## src/rtl/cobs_enc_pkg.sv

```systemverilog
// Shared types and constants for the COBS frame encoder.
`default_nettype none

package cobs_enc_pkg;

    localparam int unsigned MAX_FRAME_BYTES = 255;
    localparam int unsigned MAX_RESULTS     = 4;
    localparam int unsigned CNT_W           = $clog2(MAX_RESULTS + 1);

    localparam logic [7:0] RUN_FULL   = 8'hFF;
    localparam logic [7:0] DELIM_BYTE = 8'h00;

    typedef struct packed {
        logic [7:0] data_byte;
        logic       last_byte;
    } in_item_t;

    typedef struct packed {
        logic [8:0] write_addr;
        logic [7:0] write_value;
        logic       is_delimiter;
        logic [8:0] frame_length;
        logic       run_last;
    } out_item_t;

    typedef struct packed {
        logic [8:0] write_pos;
        logic [8:0] code_pos;
        logic [7:0] run_code;
        logic [7:0] byte_count;
    } enc_state_t;

    typedef struct packed {
        logic [CNT_W-1:0]                count;
        logic                            frame_end;
        out_item_t [MAX_RESULTS-1:0]     slot;
    } step_out_t;

endpackage

`default_nettype wire

```

## src/rtl/cobs_frame_encoder_core.sv

```systemverilog
// Top level of the COBS frame encoder: handshakes, state and result queue.
`default_nettype none

// Usage:
//   Input channel (in_valid / in_stall / in_item): one raw frame byte per
//   item, last_byte set on the final byte. A frame is cut after 255 bytes.
//   Output channel (out_valid / out_stall / out_item): addressed byte writes
//   into the encoded frame buffer; data bytes, code bytes, then a 0x00
//   delimiter that carries the frame length. run_last marks the final write
//   caused by one input item.
//   Config channel (cfg_valid / cfg_ready / cfg_data): writes the pause bit;
//   always ready, write only while idle. While paused, bytes still advance
//   the encoder state but produce no writes.
// Timing:
//   An item's first write appears in the cycle after it is accepted. An
//   item causing k writes (1 to 4) holds the output until all k leave; a
//   new item is taken in the cycle its predecessor's last write leaves, so
//   plain data bytes stream at one item per cycle unless the receiver stalls.
// Reset: clears the pause bit, the frame state and the result queue.
// Stall: when the receiver stalls, the pending write holds and the input
//   stalls while any write is queued, unless the last one leaves that cycle.
module cobs_frame_encoder_core (
    input  var logic                   clk,
    input  var logic                   rst_n,
    input  var logic                   in_valid,
    output logic                       in_stall,
    input  var cobs_enc_pkg::in_item_t in_item,
    output logic                       out_valid,
    input  var logic                   out_stall,
    output cobs_enc_pkg::out_item_t    out_item,
    input  var logic                   cfg_valid,
    output logic                       cfg_ready,
    input  var logic                   cfg_data
);
    import cobs_enc_pkg::*;

    logic             paused_reg;
    enc_state_t       state_reg;
    enc_state_t       state_next;
    step_out_t        step;
    logic [CNT_W-1:0] cnt_reg;
    logic [CNT_W-1:0] cnt_next;
    out_item_t        slot_reg  [MAX_RESULTS];
    out_item_t        slot_next [MAX_RESULTS];
    logic             in_take;
    logic             out_take;

    cobs_enc_step u_step (
        .state      (state_reg),
        .item       (in_item),
        .state_next (state_next),
        .step       (step)
    );

    assign cfg_ready = 1'b1;
    assign out_valid = (cnt_reg != '0);
    assign out_item  = slot_reg[0];
    assign out_take  = out_valid && !out_stall;
    // Room for a new item once the queue is empty or its last entry leaves now.
    assign in_stall  = !((cnt_reg == '0) || ((cnt_reg == CNT_W'(1)) && out_take));
    assign in_take   = in_valid && !in_stall;

    always_comb
    begin
        cnt_next = cnt_reg;
        for (int i = 0; i < MAX_RESULTS; i++)
        begin
            slot_next[i] = slot_reg[i];
        end
        if (in_take)
        begin
            // paused: state still advances, nothing is queued
            cnt_next = paused_reg ? '0 : step.count;
            for (int i = 0; i < MAX_RESULTS; i++)
            begin
                slot_next[i] = step.slot[i];
            end
        end
        else if (out_take)
        begin
            cnt_next = cnt_reg - CNT_W'(1);
            for (int i = 0; i < MAX_RESULTS - 1; i++)
            begin
                slot_next[i] = slot_reg[i + 1];
            end
        end
    end

    always_ff @(posedge clk or negedge rst_n)
    begin
        if (!rst_n)
        begin
            paused_reg           <= 1'b0;
            cnt_reg              <= '0;
            state_reg.write_pos  <= 9'd1;
            state_reg.code_pos   <= 9'd0;
            state_reg.run_code   <= 8'd1;
            state_reg.byte_count <= 8'd0;
        end
        else
        begin
            if (cfg_valid && cfg_ready)
            begin
                paused_reg <= cfg_data;
            end
            cnt_reg <= cnt_next;
            if (in_take)
            begin
                state_reg <= state_next;
            end
        end
    end

    always_ff @(posedge clk)
    begin
        for (int i = 0; i < MAX_RESULTS; i++)
        begin
            slot_reg[i] <= slot_next[i];
        end
    end

`ifndef SYNTHESIS
    a_cnt_bound: assert property (@(posedge clk) disable iff (!rst_n)
        32'(cnt_reg) <= MAX_RESULTS)
        else $error("result queue count out of range");

    a_unpaused_emits: assert property (@(posedge clk) disable iff (!rst_n)
        (in_take && !paused_reg) |=> out_valid)
        else $error("accepted byte produced no write");

    a_delim_last: assert property (@(posedge clk) disable iff (!rst_n)
        (out_valid && out_item.is_delimiter) |-> out_item.run_last)
        else $error("delimiter is not the last write of its byte");

    a_length_only_delim: assert property (@(posedge clk) disable iff (!rst_n)
        (out_valid && !out_item.is_delimiter) |-> (out_item.frame_length == 9'd0))
        else $error("frame length on a non-delimiter write");

    a_frame_restart: assert property (@(posedge clk) disable iff (!rst_n)
        (in_take && step.frame_end) |=>
            (state_reg.write_pos == 9'd1) && (state_reg.byte_count == 8'd0))
        else $error("state not restarted after frame end");
`endif

endmodule

`default_nettype wire

```

## src/rtl/cobs_enc_step.sv

```systemverilog
// Per-byte encoding step: next state and the writes one byte causes.
`default_nettype none

module cobs_enc_step (
    input  var cobs_enc_pkg::enc_state_t state,
    input  var cobs_enc_pkg::in_item_t   item,
    output cobs_enc_pkg::enc_state_t     state_next,
    output cobs_enc_pkg::step_out_t      step
);
    import cobs_enc_pkg::*;

    logic [7:0] count_inc;
    logic       frame_end;
    logic       is_zero;
    logic       run_full;
    logic [7:0] run_inc;
    logic [8:0] wp_1;
    logic [8:0] wp_2;
    logic [8:0] pos_mid;   // write position after data/run handling
    logic [8:0] code_mid;
    logic [7:0] run_mid;
    out_item_t  first_wr;
    out_item_t  full_wr;
    out_item_t  code_wr;
    out_item_t  delim_wr;

    always_comb
    begin
        count_inc = state.byte_count + 8'd1;
        frame_end = item.last_byte || (32'(count_inc) >= MAX_FRAME_BYTES);
        is_zero   = (item.data_byte == 8'd0);
        run_inc   = state.run_code + 8'd1;
        run_full  = !is_zero && (run_inc == RUN_FULL);
        wp_1      = state.write_pos + 9'd1;
        wp_2      = state.write_pos + 9'd2;

        first_wr = '0;
        full_wr  = '0;
        code_wr  = '0;
        delim_wr = '0;

        if (is_zero)
        begin
            first_wr.write_addr  = state.code_pos;
            first_wr.write_value = state.run_code;
            code_mid             = state.write_pos;
            pos_mid              = wp_1;
            run_mid              = 8'd1;
        end
        else
        begin
            first_wr.write_addr  = state.write_pos;
            first_wr.write_value = item.data_byte;
            if (run_full)
            begin
                code_mid = wp_1;
                pos_mid  = wp_2;
                run_mid  = 8'd1;
            end
            else
            begin
                code_mid = state.code_pos;
                pos_mid  = wp_1;
                run_mid  = run_inc;
            end
        end

        full_wr.write_addr  = state.code_pos;
        full_wr.write_value = RUN_FULL;

        code_wr.write_addr  = code_mid;
        code_wr.write_value = run_mid;

        delim_wr.write_addr   = pos_mid;
        delim_wr.write_value  = DELIM_BYTE;
        delim_wr.is_delimiter = 1'b1;
        delim_wr.frame_length = pos_mid + 9'd1;
        delim_wr.run_last     = 1'b1;

        step.frame_end = frame_end;
        step.slot      = '0;
        step.slot[0]   = first_wr;
        if (run_full)
        begin
            step.slot[1] = full_wr;
            step.slot[2] = code_wr;
            step.slot[3] = delim_wr;
        end
        else
        begin
            step.slot[1] = code_wr;
            step.slot[2] = delim_wr;
        end

        if (frame_end)
        begin
            step.count = run_full ? CNT_W'(4) : CNT_W'(3);
        end
        else if (run_full)
        begin
            step.count          = CNT_W'(2);
            step.slot[1].run_last = 1'b1;
        end
        else
        begin
            step.count          = CNT_W'(1);
            step.slot[0].run_last = 1'b1;
        end

        if (frame_end)
        begin
            state_next.write_pos  = 9'd1;
            state_next.code_pos   = 9'd0;
            state_next.run_code   = 8'd1;
            state_next.byte_count = 8'd0;
        end
        else
        begin
            state_next.write_pos  = pos_mid;
            state_next.code_pos   = code_mid;
            state_next.run_code   = run_mid;
            state_next.byte_count = count_inc;
        end
    end

endmodule

`default_nettype wire

```

## config.mk

```make
export PLATFORM = sky130hd
export DESIGN_NAME = cobs_frame_encoder_core
export DESIGN_NICKNAME = d
export VERILOG_FILES = /design/src/rtl/cobs_enc_pkg.sv /design/src/rtl/cobs_frame_encoder_core.sv /design/src/rtl/cobs_enc_step.sv
export SDC_FILE = /design/constraint.sdc
export NUM_CORES = 1
export LEC_CHECK = 0
export BUFFER_PORTS_ARGS = -buffer_cell sky130_fd_sc_hd__buf_2
export CAP_MARGIN = 5
export CORE_UTILIZATION = 65
export DETAILED_ROUTE_END_ITERATION = 8
export PLACE_DENSITY_LB_ADDON = 0.2
export SLEW_MARGIN = 20
export SYNTH_ARGS = -nofsm -noshare
export SYNTH_HDL_FRONTEND = slang
export SYNTH_SLANG_ARGS = --single-unit
```

## constraint.sdc

```tcl
create_clock -name clk -period 7 [get_ports clk]
set_input_delay 1.4 -clock clk [delete_from_list [all_inputs] [get_ports clk]]
set_output_delay 1.4 -clock clk [all_outputs]
set_load 0.01 [all_outputs]
```

==> parameters.txt <==
Parameter                              Value

Global route
  Total global routing overflow    0
  Initial antenna violation count    0
  Number of global-route vias before repair    5439
  Global-route wire length before repair    27300 µm
  Tot GR Track Use    31.7%
  Largest net degree at the start of global routing    120

CTS
  Clock tree root buffer cell    clkbuf_8
  CTS tree    yes
  Post-CTS clock slew at the launch and capture registers of the worst setup and hold paths    0.06 ns
  Worst skew pair latency    0.53 ns
  Depth of the CTS H-tree    4
  Total clock buffers created by CTS    17
  Post-cts gate resize count    0
  Cts-stage hold buffer count    0
  TritonCTS sink count    140
  Maximum root-to-sink buffer count    2
  Post CTS Setup Buffer Count    0

Power
  Net switching power    1.10 mW
  P_int    2.13 mW
  Portion of total power attributed to the clock network    28.0%
  Combinational group share of total power    28.2%
  Static Leak    3.14 nW
  Power Dens Cells    407 nW/µm²
  Overall power    3.23 mW
  VDD IR max    0.000242 V
  Share of total power consumed by net switching    34.2%
  Sequential fraction of design power    43.8%

Timing
  Relative slew margins    34.1%
  Total setup violations reported at the end of the flow    0
  Fin. Hold Viols    0
  Least-Margin Pin Slew    0.989 ns
  Worst setup margin    2.02 ns
  Min Tclk post-route    4.98 ns
  Post-route clock skew    0.00776 ns
  Share of the cycle needed by the critical path after routing    71.2%
  RSZ-0062 raised after global routing    no
  Max-slew violation count    0
  Achievable frequency    201 MHz
  Total Neg Setup Slack    0 ns

Synthesis
  Mapped Cells    712
  Number of flip-flops and latches in the synthesized netlist    140
  Most common cell in the netlist    nand2_1
  Total standard cell area after synthesis    7040 µm²
  Distinct cell type count of the synthesized netlist    70
  Synthesized area per cell    9.89 µm²
  Fraction of registers with async set or reset after synthesis    27.1%
  Yosys top cell by area    edfxtp_1
  Commonest cells in the netlist    nand2_1 (113), edfxtp_1 (82), o21ai_0 (80)
  Cell types with the largest area share after synthesis    edfxtp_1 (35%), dfrtp_1 (13%), nand2_1 (6.0%)
  Commonest register cell after synthesis    edfxtp_1
  Sequential cell area fraction in the yosys report    54.2%
  Count of flip-flops with a built-in enable after synthesis    82
  Number of warnings issued by yosys    0
  Fraction of synthesized cell area taken by the top area cell type    35.0%

Cells and area
  Layout Cell Area excl Fill    7940 µm²
  Fill cells    681
  Number of flip-flops under the largest register name    102
  Antenna diode instance count    0
  Ratio of cells with drive above 1 in the final layout    14.6%
  Core Util, Final    76.3%
  Final layout net count    762
  Area growth syn-to-layout    12.8%

Route
  Number of antenna-violating nets in the routed design    0
  Routed wirelength normalized by instance count    19.2 µm
  Post-detailed-routing wire length    17000 µm
  Initial DRC Count    642
  Routed via count    5642
  Router iterations before antenna repair    9
  Detailed-route DRC error count    2
  Via density per instance    6.39

Worst setup path
  Path depth of the worst reg2reg path    15
  Kind of end point of the critical path    register
  Required time of the worst setup path    7.28 ns
  Maximum fanout encountered on the critical timing path    29
  Crit Path Class    register to register
  Data arrival at the endpoint of the critical path    5.26 ns
  Launching element type of the critical path    register

Placement
  Post-Place Cell Area    7310 µm²
  Routability Congestion    0.917
  Setup WS pre-CTS    1.71 ns
  Detail Placement HPWL    10200 µm
  Count of buffers inserted at the top-level ports    44

Die
  Effective utilization at floorplan    67.6%
  Placement Rows    37
  Overall die width    106 µm
  Total core area    10400 µm²
  Io pins    46
  Floorplan die height    106 µm
  Total Die Area    11300 µm²

Min path
  Hold Crit Depth    2
  Worst min-delay path class    register to register

Status
  Outcome    finished with violations
  Violations in the final reports    DRC

Flow run
  MaxCap Viol Count    0
path summary, 6_finish.rpt:
path,startpoint,endpoint,slack (ns)
setup / recovery,state_reg[8],slot_reg[2][9],2.02
hold / removal,slot_reg[1][8],slot_reg[0][8],0.45
setup reg to reg,state_reg[8],slot_reg[2][9],2.02
hold reg to reg,slot_reg[1][8],slot_reg[0][8],0.45
max in group asynchronous,rst_n,state_reg[28],5.35
min in group asynchronous,rst_n,state_reg[17],1.04
cell usage in the layout, fill, tap and decap left out, drive strengths merged, types with 3 or more instances in the layout:
master	instances
nand2	113
edfxtp	82
o21ai	81
buf	51
nand3	50
a21oi	49
nor2	44
dfrtp	36
clkbuf	25
dfxtp	20
xnor2	18
inv	16
mux2i	15
ha	13
o31ai	11
xor2	10
and3	8
a32o	8
a221oi	8
conb	8
and2	7
nor3	7
nor2b	6
nor4	5
or2	4
a22o	4
clkinv	4
nand4	3
a31o	3
a31oi	3
per-layer routing:
| layer | share of wire [%] | track usage [%] | up-vias |
|---|---|---|---|
| met1 | 41 | 41.2 | 2680 |
| met4 | 2.2 | 12.8 | 0 |
| met3 | 7.6 | 7.60 | 46 |
| met2 | 49 | 51.4 | 305 |
| li1 | - | - | 2611 |
| met5 | 0 | 0 | - |
critical path, stage by stage (launching register included):
cell,delay (ns)
dfstp_2,0.64
ha_1,0.30
and2b_1,0.20
nand2_1,0.10
a2111o_1,0.58
nor2_4,0.60
inv_2,0.41
nand2_1,0.22
nor2b_1,0.18
ha_1,0.29
o311ai_0,0.18
mux2i_1,0.23
nor2_1,0.13
nor4_4,0.36
xnor2_1,0.10
a32o_1,0.22
area by class of cell:
cell class                 count  area [µm²]  share of cell area (%)
inverter                      14        52.6                   0.662
clock inverter                 7        70.1                   0.882
tap                          136         170                    2.14
timing repair buffer          51         293                    3.69
multi-input combinational    510        3000                    37.8
clock buffer                  25         539                    6.79
sequential                   140        3820                    48.0
logic make-up after synthesis:
family / share of synthesized area, %
flip-flops: 54.2
XOR/XNOR: 3.48
buffers and inverters: 3.84
AND/OR/NAND/NOR: 17.2
other: 0.107
multiplexers: 2.51
AO/OA/AOI/OAI: 16.3
adder cells (fa/ha/maj): 2.31
metrics by stage:
stage | std cells | hold slack (ns)
2_1_floorplan | 718 | 0.432
3_3_place_gp | 850 | 0.437
3_5_place_dp | 850 | 0.445
5_1_grt | 883 | 0.470
6_report | 883 | 0.450
4_1_cts | 882 | 0.453
power by group through the flow:
stage | clock [mW] | combinational, mW | sequential [mW]
after global placement | 0 | 0.846 | 1.41
after global routing | 0.944 | 1.00 | 1.45
final | 0.906 | 0.911 | 1.42
after floorplan | 0 | 0.598 | 1.41
after detailed placement | 0 | 0.880 | 1.42
after CTS | 0.910 | 0.893 | 1.41
Power figures use the tool's default switching activity.
